$ cat config.mk
export PLATFORM = sky130hd
export DESIGN_NAME = selection_sort_modes_core
export DESIGN_NICKNAME = d
export VERILOG_FILES = /design/src/hdl/ssm_pkg.sv /design/src/hdl/selection_sort_modes_core.sv /design/src/hdl/ssm_ram.sv
export SDC_FILE = /design/constraint.sdc
export NUM_CORES = 2
export LEC_CHECK = 0
export BUFFER_PORTS_ARGS = -buffer_cell sky130_fd_sc_hd__buf_2
export CORE_MARGIN = 1.5
export CORE_UTILIZATION = 45
export CTS_CLUSTER_DIAMETER = 120
export CTS_CLUSTER_SIZE = 14
export DETAILED_ROUTE_END_ITERATION = 8
export MAX_ROUTING_LAYER = met4
export SYNTH_ARGS = -nofsm -noshare
export SYNTH_HDL_FRONTEND = slang
export SYNTH_SLANG_ARGS = --single-unit
$ cat constraint.sdc
create_clock -name clk -period 9 [get_ports clk]
set_input_delay 0.9 -clock clk [delete_from_list [all_inputs] [get_ports clk]]
set_output_delay 0.9 -clock clk [all_outputs]
set_load 0.005 [all_outputs]
$ cat src/hdl/ssm_pkg.sv
// ssm_pkg: word types, comparator modes, microcode fields and the control store
// for the selection sort block. Depends on nothing; the core and the checker import it.
package ssm_pkg;

  localparam int SSM_DEPTH = 32;

  typedef struct packed {
    logic signed [31:0] value;
    logic               last;
  } ssm_in_t;

  typedef struct packed {
    logic signed [31:0] sorted_value;
    logic               final_res;
  } ssm_out_t;

  // order_mode codes
  localparam logic [1:0] MODE_DESC     = 2'd0;
  localparam logic [1:0] MODE_ASC      = 2'd1;
  localparam logic [1:0] MODE_MAG_DESC = 2'd2;
  localparam logic [1:0] MODE_MAG_ASC  = 2'd3;

  typedef enum logic [2:0] {
    RD_I, RD_J, RD_JNX, RD_K, RD_EMIT
  } ssm_rd_sel_t;

  typedef enum logic [1:0] {
    WR_NONE, WR_LOAD, WR_BEST, WR_SWAPBACK
  } ssm_wr_sel_t;

  typedef enum logic [2:0] {
    OP_NONE, OP_INIT, OP_OUTER, OP_FETCH, OP_SCAN, OP_SWAP, OP_EMIT
  } ssm_op_t;

  typedef enum logic [2:0] {
    C_NEVER, C_TAKE_LAST, C_SHORT, C_SCAN_END, C_MORE, C_EMIT_END
  } ssm_cond_t;

  typedef logic [3:0] ssm_step_t;

  localparam ssm_step_t ST_IDLE   = 4'd0;
  localparam ssm_step_t ST_INIT   = 4'd1;
  localparam ssm_step_t ST_OUTER  = 4'd2;
  localparam ssm_step_t ST_FETCH  = 4'd3;
  localparam ssm_step_t ST_SCAN   = 4'd4;
  localparam ssm_step_t ST_SWAP_A = 4'd5;
  localparam ssm_step_t ST_SWAP_B = 4'd6;
  localparam ssm_step_t ST_EMIT0  = 4'd7;
  localparam ssm_step_t ST_EMIT   = 4'd8;

  // one control word: when cond holds go to target, else stay (hold) or advance
  typedef struct packed {
    logic        take;
    ssm_rd_sel_t rd_sel;
    ssm_wr_sel_t wr_sel;
    ssm_op_t     op;
    ssm_cond_t   cond;
    logic        hold;
    ssm_step_t   target;
  } ssm_ctrl_t;

  function automatic ssm_ctrl_t ssm_ucode(input ssm_step_t step);
    ssm_ctrl_t w;
    unique case (step)
      ST_IDLE:   w = '{1'b1, RD_I,    WR_LOAD,     OP_NONE,  C_TAKE_LAST, 1'b1, ST_INIT};
      ST_INIT:   w = '{1'b0, RD_I,    WR_NONE,     OP_INIT,  C_SHORT,     1'b0, ST_EMIT0};
      ST_OUTER:  w = '{1'b0, RD_I,    WR_NONE,     OP_OUTER, C_NEVER,     1'b0, ST_IDLE};
      ST_FETCH:  w = '{1'b0, RD_J,    WR_NONE,     OP_FETCH, C_NEVER,     1'b0, ST_IDLE};
      ST_SCAN:   w = '{1'b0, RD_JNX,  WR_NONE,     OP_SCAN,  C_SCAN_END,  1'b1, ST_SWAP_A};
      ST_SWAP_A: w = '{1'b0, RD_I,    WR_BEST,     OP_NONE,  C_NEVER,     1'b0, ST_IDLE};
      ST_SWAP_B: w = '{1'b0, RD_I,    WR_SWAPBACK, OP_SWAP,  C_MORE,      1'b0, ST_OUTER};
      ST_EMIT0:  w = '{1'b0, RD_K,    WR_NONE,     OP_NONE,  C_NEVER,     1'b0, ST_IDLE};
      ST_EMIT:   w = '{1'b0, RD_EMIT, WR_NONE,     OP_EMIT,  C_EMIT_END,  1'b1, ST_IDLE};
      default:   w = '{1'b0, RD_I,    WR_NONE,     OP_NONE,  C_NEVER,     1'b0, ST_IDLE};
    endcase
    return w;
  endfunction

  function automatic logic [32:0] ssm_mag(input logic signed [31:0] x);
    logic [32:0] ext;
    ext = {x[31], x};
    return x[31] ? (33'd0 - ext) : ext;
  endfunction

  // true when cand strictly beats cur under the mode
  function automatic logic ssm_beats(input logic signed [31:0] cand,
                                     input logic signed [31:0] cur,
                                     input logic [1:0]         mode);
    logic r;
    case (mode)
      MODE_DESC:     r = cand > cur;
      MODE_ASC:      r = cand < cur;
      MODE_MAG_DESC: r = ssm_mag(cand) > ssm_mag(cur);
      default:       r = ssm_mag(cand) < ssm_mag(cur);
    endcase
    return r;
  endfunction

endpackage

$ cat src/hdl/selection_sort_modes_core.sv
// Selection sort block: loads signed words one per cycle into a DEPTH-entry store until a word
// marked last, then sorts them in place by selection sort under order_mode and streams them out,
// marking the final one. Sort time is set by the single read port of the element store: the
// scan loop does one read and one compare per cycle. Input is stalled from the last word until
// the final sorted word has been placed in the output register. Words beyond DEPTH are dropped
// but their last mark still ends the set. Control runs from a nine-step microcode table in
// ssm_pkg. The user must write order_mode only while the block is idle; the block itself does
// not enforce it.
module selection_sort_modes_core
  import ssm_pkg::*;
#(
  parameter int DEPTH = SSM_DEPTH
) (
  input  logic       clk,
  input  logic       rst_n,
  input  logic       in_valid,
  output logic       in_stall,
  input  ssm_in_t    in_data,
  output logic       out_valid,
  input  logic       out_stall,
  output ssm_out_t   out_data,
  input  logic       cfg_wr_en,
  input  logic [1:0] cfg_wr_data
);

  localparam int AW = (DEPTH > 1) ? $clog2(DEPTH) : 1;
  localparam int CW = $clog2(DEPTH + 1);

  ssm_ctrl_t ctl;
  ssm_step_t pc_r, pc_nxt;
  logic [1:0]    mode_r;
  logic [CW-1:0] cnt_r, cnt_nxt;
  logic [AW-1:0] i_r, i_nxt;
  logic [CW-1:0] j_r, j_nxt;
  logic [CW-1:0] k_r, k_nxt;
  logic [AW-1:0] choice_r, choice_nxt;
  logic signed [31:0] best_r, best_nxt;
  logic signed [31:0] vi_r, vi_nxt;
  logic     out_valid_r, out_valid_nxt;
  ssm_out_t out_data_r, out_data_nxt;

  logic          in_accept, out_free, jump, store_room;
  logic [CW-1:0] j_inc, k_inc;
  logic [CW:0]   i_plus2;
  logic          wr_en;
  logic [AW-1:0] wr_addr, rd_addr;
  logic [31:0]   wr_data, rd_data;
  logic signed [31:0] rd_val;

  assign ctl        = ssm_ucode(pc_r);
  assign in_stall   = !ctl.take;
  assign in_accept  = in_valid && ctl.take;
  assign out_free   = !out_valid_r || !out_stall;
  assign store_room = cnt_r < CW'(DEPTH);
  assign j_inc      = j_r + 1'b1;
  assign k_inc      = k_r + 1'b1;
  assign i_plus2    = (CW+1)'(i_r) + (CW+1)'(2);
  assign rd_val     = $signed(rd_data);

  // sequencer
  always_comb begin
    case (ctl.cond)
      C_TAKE_LAST: jump = in_accept && in_data.last;
      C_SHORT:     jump = cnt_r < CW'(2);
      C_SCAN_END:  jump = j_inc == cnt_r;
      C_MORE:      jump = i_plus2 < (CW+1)'(cnt_r);
      C_EMIT_END:  jump = out_free && (k_inc == cnt_r);
      default:     jump = 1'b0;
    endcase
    if (jump) begin
      pc_nxt = ctl.target;
    end else if (ctl.hold) begin
      pc_nxt = pc_r;
    end else begin
      pc_nxt = pc_r + 1'b1;
    end
  end

  // store ports
  always_comb begin
    wr_en   = 1'b0;
    wr_addr = i_r;
    wr_data = best_r;
    unique case (ctl.wr_sel)
      WR_LOAD: begin
        wr_en   = in_accept && store_room;
        wr_addr = cnt_r[AW-1:0];
        wr_data = in_data.value;
      end
      WR_BEST: begin
        wr_en = 1'b1;
      end
      WR_SWAPBACK: begin
        wr_en   = 1'b1;
        wr_addr = choice_r;
        wr_data = vi_r;
      end
      default: ;
    endcase
    unique case (ctl.rd_sel)
      RD_I:    rd_addr = i_r;
      RD_J:    rd_addr = j_r[AW-1:0];
      RD_JNX:  rd_addr = j_inc[AW-1:0];
      RD_K:    rd_addr = k_r[AW-1:0];
      RD_EMIT: rd_addr = out_free ? k_inc[AW-1:0] : k_r[AW-1:0];
      default: rd_addr = i_r;
    endcase
  end

  // datapath
  always_comb begin
    i_nxt         = i_r;
    j_nxt         = j_r;
    k_nxt         = k_r;
    choice_nxt    = choice_r;
    best_nxt      = best_r;
    vi_nxt        = vi_r;
    cnt_nxt       = cnt_r;
    out_valid_nxt = out_valid_r && out_stall;
    out_data_nxt  = out_data_r;
    if (in_accept && store_room) begin
      cnt_nxt = cnt_r + 1'b1;
    end
    unique case (ctl.op)
      OP_INIT: begin
        i_nxt = '0;
        k_nxt = '0;
      end
      OP_OUTER: begin
        choice_nxt = i_r;
        j_nxt      = CW'(i_r) + 1'b1;
      end
      OP_FETCH: begin
        best_nxt = rd_val;
        vi_nxt   = rd_val;
      end
      OP_SCAN: begin
        // first strict winner is kept, so ties stay with the earlier index
        if (ssm_beats(rd_val, best_r, mode_r)) begin
          best_nxt   = rd_val;
          choice_nxt = j_r[AW-1:0];
        end
        j_nxt = j_inc;
      end
      OP_SWAP: begin
        i_nxt = i_r + 1'b1;
      end
      OP_EMIT: begin
        if (out_free) begin
          out_valid_nxt           = 1'b1;
          out_data_nxt.sorted_value = rd_val;
          out_data_nxt.final_res  = k_inc == cnt_r;
          k_nxt                   = k_inc;
          if (k_inc == cnt_r) begin
            cnt_nxt = '0;
          end
        end
      end
      default: ;
    endcase
  end

  always_ff @(posedge clk) begin
    if (!rst_n) begin
      pc_r        <= ST_IDLE;
      cnt_r       <= '0;
      mode_r      <= MODE_DESC;
      out_valid_r <= 1'b0;
    end else begin
      pc_r        <= pc_nxt;
      cnt_r       <= cnt_nxt;
      out_valid_r <= out_valid_nxt;
      if (cfg_wr_en) begin
        mode_r <= cfg_wr_data;
      end
    end
  end

  always_ff @(posedge clk) begin
    i_r        <= i_nxt;
    j_r        <= j_nxt;
    k_r        <= k_nxt;
    choice_r   <= choice_nxt;
    best_r     <= best_nxt;
    vi_r       <= vi_nxt;
    out_data_r <= out_data_nxt;
  end

  ssm_ram #(
    .WIDTH(32),
    .DEPTH(DEPTH)
  ) u_store (
    .clk    (clk),
    .wr_en  (wr_en),
    .wr_addr(wr_addr),
    .wr_data(wr_data),
    .rd_addr(rd_addr),
    .rd_data(rd_data)
  );

  assign out_valid = out_valid_r;
  assign out_data  = out_data_r;

endmodule

$ cat src/hdl/ssm_ram.sv
// ssm_ram: generic single write port, single read port memory with registered read.
// Depends on nothing.
module ssm_ram #(
  parameter int WIDTH = 32,
  parameter int DEPTH = 32,
  localparam int AW = (DEPTH > 1) ? $clog2(DEPTH) : 1
) (
  input  logic             clk,
  input  logic             wr_en,
  input  logic [AW-1:0]    wr_addr,
  input  logic [WIDTH-1:0] wr_data,
  input  logic [AW-1:0]    rd_addr,
  output logic [WIDTH-1:0] rd_data
);

  logic [WIDTH-1:0] mem [DEPTH];

  always_ff @(posedge clk) begin
    if (wr_en) begin
      mem[wr_addr] <= wr_data;
    end
    rd_data <= mem[rd_addr];
  end

endmodule

==> results.cfg <==
[detailed_routing]
drt_drc_violations_left = 0
antenna_left = 0
first_iter_violations = 3278
wl_um = 138000
wire_per_inst_um = 26.9
via_per_inst = 5.89
drt-pass1-iter-count = 6
dr_total_vias = 30100

[synth]
synth_top_flop_cell = sky130_fd_sc_hd__edfxtp_1
count_of_flip_flops_with_a_built_in_enable_after_synthesis = 1143
post_synth.cell_area_avg_um2 = 14.3
synth.yosys.warnings = 0
synth_top_area_cell = sky130_fd_sc_hd__edfxtp_1
synth_top_cell_area_share_pct = 68.5
yosys-top-cells-count = sky130_fd_sc_hd__edfxtp_1, sky130_fd_sc_hd__nand2_1, sky130_fd_sc_hd__mux2i_1
portion_of_the_post_synthesis_area_used_by_sequential_elements_pct = 70.9
postSynthCellCount = 3494
synthMostInstantiatedCell = sky130_fd_sc_hd__edfxtp_1
synth.cell_area_um2 = 50100
postSynth.asyncResetShare_pct = 0
synth-seq-cells = 1202
syn_nets = 3615
post_synth_num_cell_types = 81
netlist_top_cells_area = sky130_fd_sc_hd__edfxtp_1, sky130_fd_sc_hd__mux2i_1, sky130_fd_sc_hd__nand2_1

[worst_setup_path]
crit_start = best_r[2]
cp-start-kind = register
launching_point_of_the_worst_reg2reg_path = best_r[2]
timing.critical_path.to_type = register
timing_worst_setup_path_type = register to register
timing.critical_path.required_ps = 9310
critPathArrivalTime_ps = 6060
worst-path-max-fanout = 32

[sta]
max_freq_ghz = 0.174
slew_at_the_pin_closest_to_its_max_slew_limit_ps = 1410
fin_setup_tns_ps = 0
finalWorstPathRequiredPeriod_ps = 5760
clock_skew_ps = 39.0
hold_viol = 0
setup_violations = 0
final_min_period_over_clock_period_pct = 63.9
slew_headroom_pct = 6.07
rsz0062_at_grt = no
report.final.slew_viol_count = 0

[placement]
placed_cells_incl_taps = 4953
place_congestion = 0.851
io_buffer_count = 74
total_placed_instance_area_um2 = 52800
place.detailed.hpwl_um = 77600

[grt]
grt_pass1_wl_um = 199000
largest_net_degree_at_the_start_of_global_routing = 127
initial_antenna_violation_count = 7
grt_use_total_pct = 24.9
vias_in_the_first_global_route = 28700
gr-total-overflow = 0

[power]
total_switching_power_mw = 6.17
p_int_mw = 10.9
swShare_pct = 36.2
share_comb_of_total_power_pct = 33.3
power.leakage_nw = 19.0
max-vdd-ir-drop_mv = 0.240
power_density_nw_per_um2 = 306
register_share_of_total_power_pct = 43.6
share_clk_of_total_power_pct = 23.2

[run_status]
run_status = finished clean

[clocking]
cts.root.buffer_cell = sky130_fd_sc_hd__clkbuf_16
max-clock-path-buffers = 3
worstSkewPairLatency_ps = 700
cts.sink_count = 1202
clk_pin_slew_worst_paths_ps = 80
numCtsBuffers = 96
cts_post_setup_buffers_inserted = 0
cts_repair_resize_count = 0
hold_fix_buffers_at_cts = 0
tritoncts_clock_tree = built
cts.htree.levels = 3

[floorplan]
std_cell_rows = 122
floorplan.initialDensity_pct = 45.3
core_region_area_um2 = 111000
die_width_um = 337
fp.dieArea_um2 = 113000
die_height_um = 337
io-pin-count = 75

[cells_and_area]
drive_above_1_share_pct = 11.4
finish.net_count = 3684
fillers = 9330
layout.cell_area.non_filler_um2 = 55500
flow.area_growth_from_synthesis_pct = 10.9
final_cell_count_no_fill = 5114
final_core_util_pct = 50.3

[worst_hold_path]
min_from = cfg_wr_data[0]
hold_path.class = primary input to register

[flow_run]
max_cap_violations = 0
-- worst max-delay path, stage by stage, from the launching register on --
cell                       delay [ps]
sky130_fd_sc_hd__edfxtp_1         500
sky130_fd_sc_hd__or4_4            620
sky130_fd_sc_hd__nor3_4           170
sky130_fd_sc_hd__nand2_1          140
sky130_fd_sc_hd__or4_1            510
sky130_fd_sc_hd__nor3_1           290
sky130_fd_sc_hd__nand2_1          150
sky130_fd_sc_hd__o41ai_1          370
sky130_fd_sc_hd__xnor2_1          170
sky130_fd_sc_hd__ha_1             260
sky130_fd_sc_hd__a21o_1           170
sky130_fd_sc_hd__a21o_1           180
sky130_fd_sc_hd__a211o_1          280
sky130_fd_sc_hd__o211ai_1         100
sky130_fd_sc_hd__a21oi_1          100
sky130_fd_sc_hd__nor3_1           270
sky130_fd_sc_hd__mux2i_1          240
sky130_fd_sc_hd__o21bai_4         830
-- cell usage in the layout, fill, tap and decap left out, types with 12 or more instances in the layout --
master	count
sky130_fd_sc_hd__edfxtp_1	1143
sky130_fd_sc_hd__nand2_1	538
sky130_fd_sc_hd__mux2i_1	276
sky130_fd_sc_hd__nand3_1	170
sky130_fd_sc_hd__clkbuf_16	98
sky130_fd_sc_hd__o21ai_0	95
sky130_fd_sc_hd__buf_4	90
sky130_fd_sc_hd__xnor2_1	82
sky130_fd_sc_hd__ha_1	81
sky130_fd_sc_hd__nor2_1	79
sky130_fd_sc_hd__buf_2	74
sky130_fd_sc_hd__a21oi_1	64
sky130_fd_sc_hd__a31oi_1	63
sky130_fd_sc_hd__o22ai_1	63
sky130_fd_sc_hd__inv_1	59
sky130_fd_sc_hd__dfxtp_1	57
sky130_fd_sc_hd__clkbuf_1	51
sky130_fd_sc_hd__and3_1	43
sky130_fd_sc_hd__nor2_4	35
sky130_fd_sc_hd__a221oi_1	33
sky130_fd_sc_hd__and2_1	32
sky130_fd_sc_hd__a32oi_1	31
sky130_fd_sc_hd__mux4_2	30
sky130_fd_sc_hd__o22a_1	30
sky130_fd_sc_hd__nand4_1	29
sky130_fd_sc_hd__a21oi_2	26
sky130_fd_sc_hd__o31ai_1	19
sky130_fd_sc_hd__nand2b_1	16
sky130_fd_sc_hd__a21o_1	15
sky130_fd_sc_hd__o41ai_1	14
sky130_fd_sc_hd__nor2b_1	12
-- per-stage QoR --
step | hold slack (ps) | total power [mW] | worst slack (ps)
floorplan | 459 | 11.0 | 3130
CTS | 426 | 17.0 | 3200
global placement | 472 | 13.1 | 3380
global route | 459 | 17.7 | 2960
detailed placement | 481 | 13.1 | 3250
finish | 453 | 17.0 | 3240
-- worst paths after layout --
check	endpoint	slack, ps	depth (start not counted)
max reg2reg	best_r[24]	3240	17
max	best_r[24]	3240	17
min	mode_r[0]	450	3
min reg2reg	pc_r[0]	490	2
-- power by group through the flow --
stage,clock (mW),sequential [mW],combinational (mW)
global placement,0,7.53,5.55
detailed placement,0,7.54,5.59
floorplan,0,7.39,3.57
CTS,4.01,7.42,5.61
global route,4.20,7.46,6.07
finish,3.94,7.42,5.66
-- per-layer routing --
metal | share of wire [%] | vias up | track usage (%) | wire, um
li1 | - | 13400 | - | -
met2 | 47 | 1256 | 38.8 | 64500
met1 | 43 | 15300 | 34.9 | 59700
met4 | 2.2 | 0 | 6.42 | 3060
met3 | 7.5 | 193 | 3.00 | 10300
met5 | 0 | - | - | 0
-- state kept, by name (all words and copies together) (netlist names) --
signal	flops
i_r	5
out_data	33
choice_r	5
u_store.rd_data	32
k_r	6
best_r	32
u_store.mem	1024
j_r	6
cnt_r	6
pc_r	4
mode_r	2
vi_r	32
ctl	14
out_valid	1
-- logic make-up (layout without fill, tap and decap cells) --
kind of cell / count (synthesis) / in the layout / synth area share (%)
adders and majority gates: 81 / 81 / 2.02
other: 2 / 7 / 0.0150
muxes: 317 / 317 / 7.11
AOI/OAI and AO/OA: 516 / 516 / 6.82
xor gates and xnor gates: 96 / 96 / 1.76
and+or+nand+nor: 1023 / 1023 / 9.25
DFF: 1202 / 1202 / 70.9
buffers and inverters: 257 / 384 / 2.15
-- area by class of cell --
cell class,count,area [um2],share of cell area (%)
Clock inverter,7,101,0.182
Multi-Input combinational cell,2035,14100,25.3
Inverter,60,225,0.405
Tap cell,1488,1860,3.35
Antenna cell,5,12.5,0.0225
Clock buffer,149,2640,4.76
Sequential cell,1202,35500,63.9
Timing Repair Buffer,168,1130,2.03
Note: power is estimated with default switching activity, not from simulation.
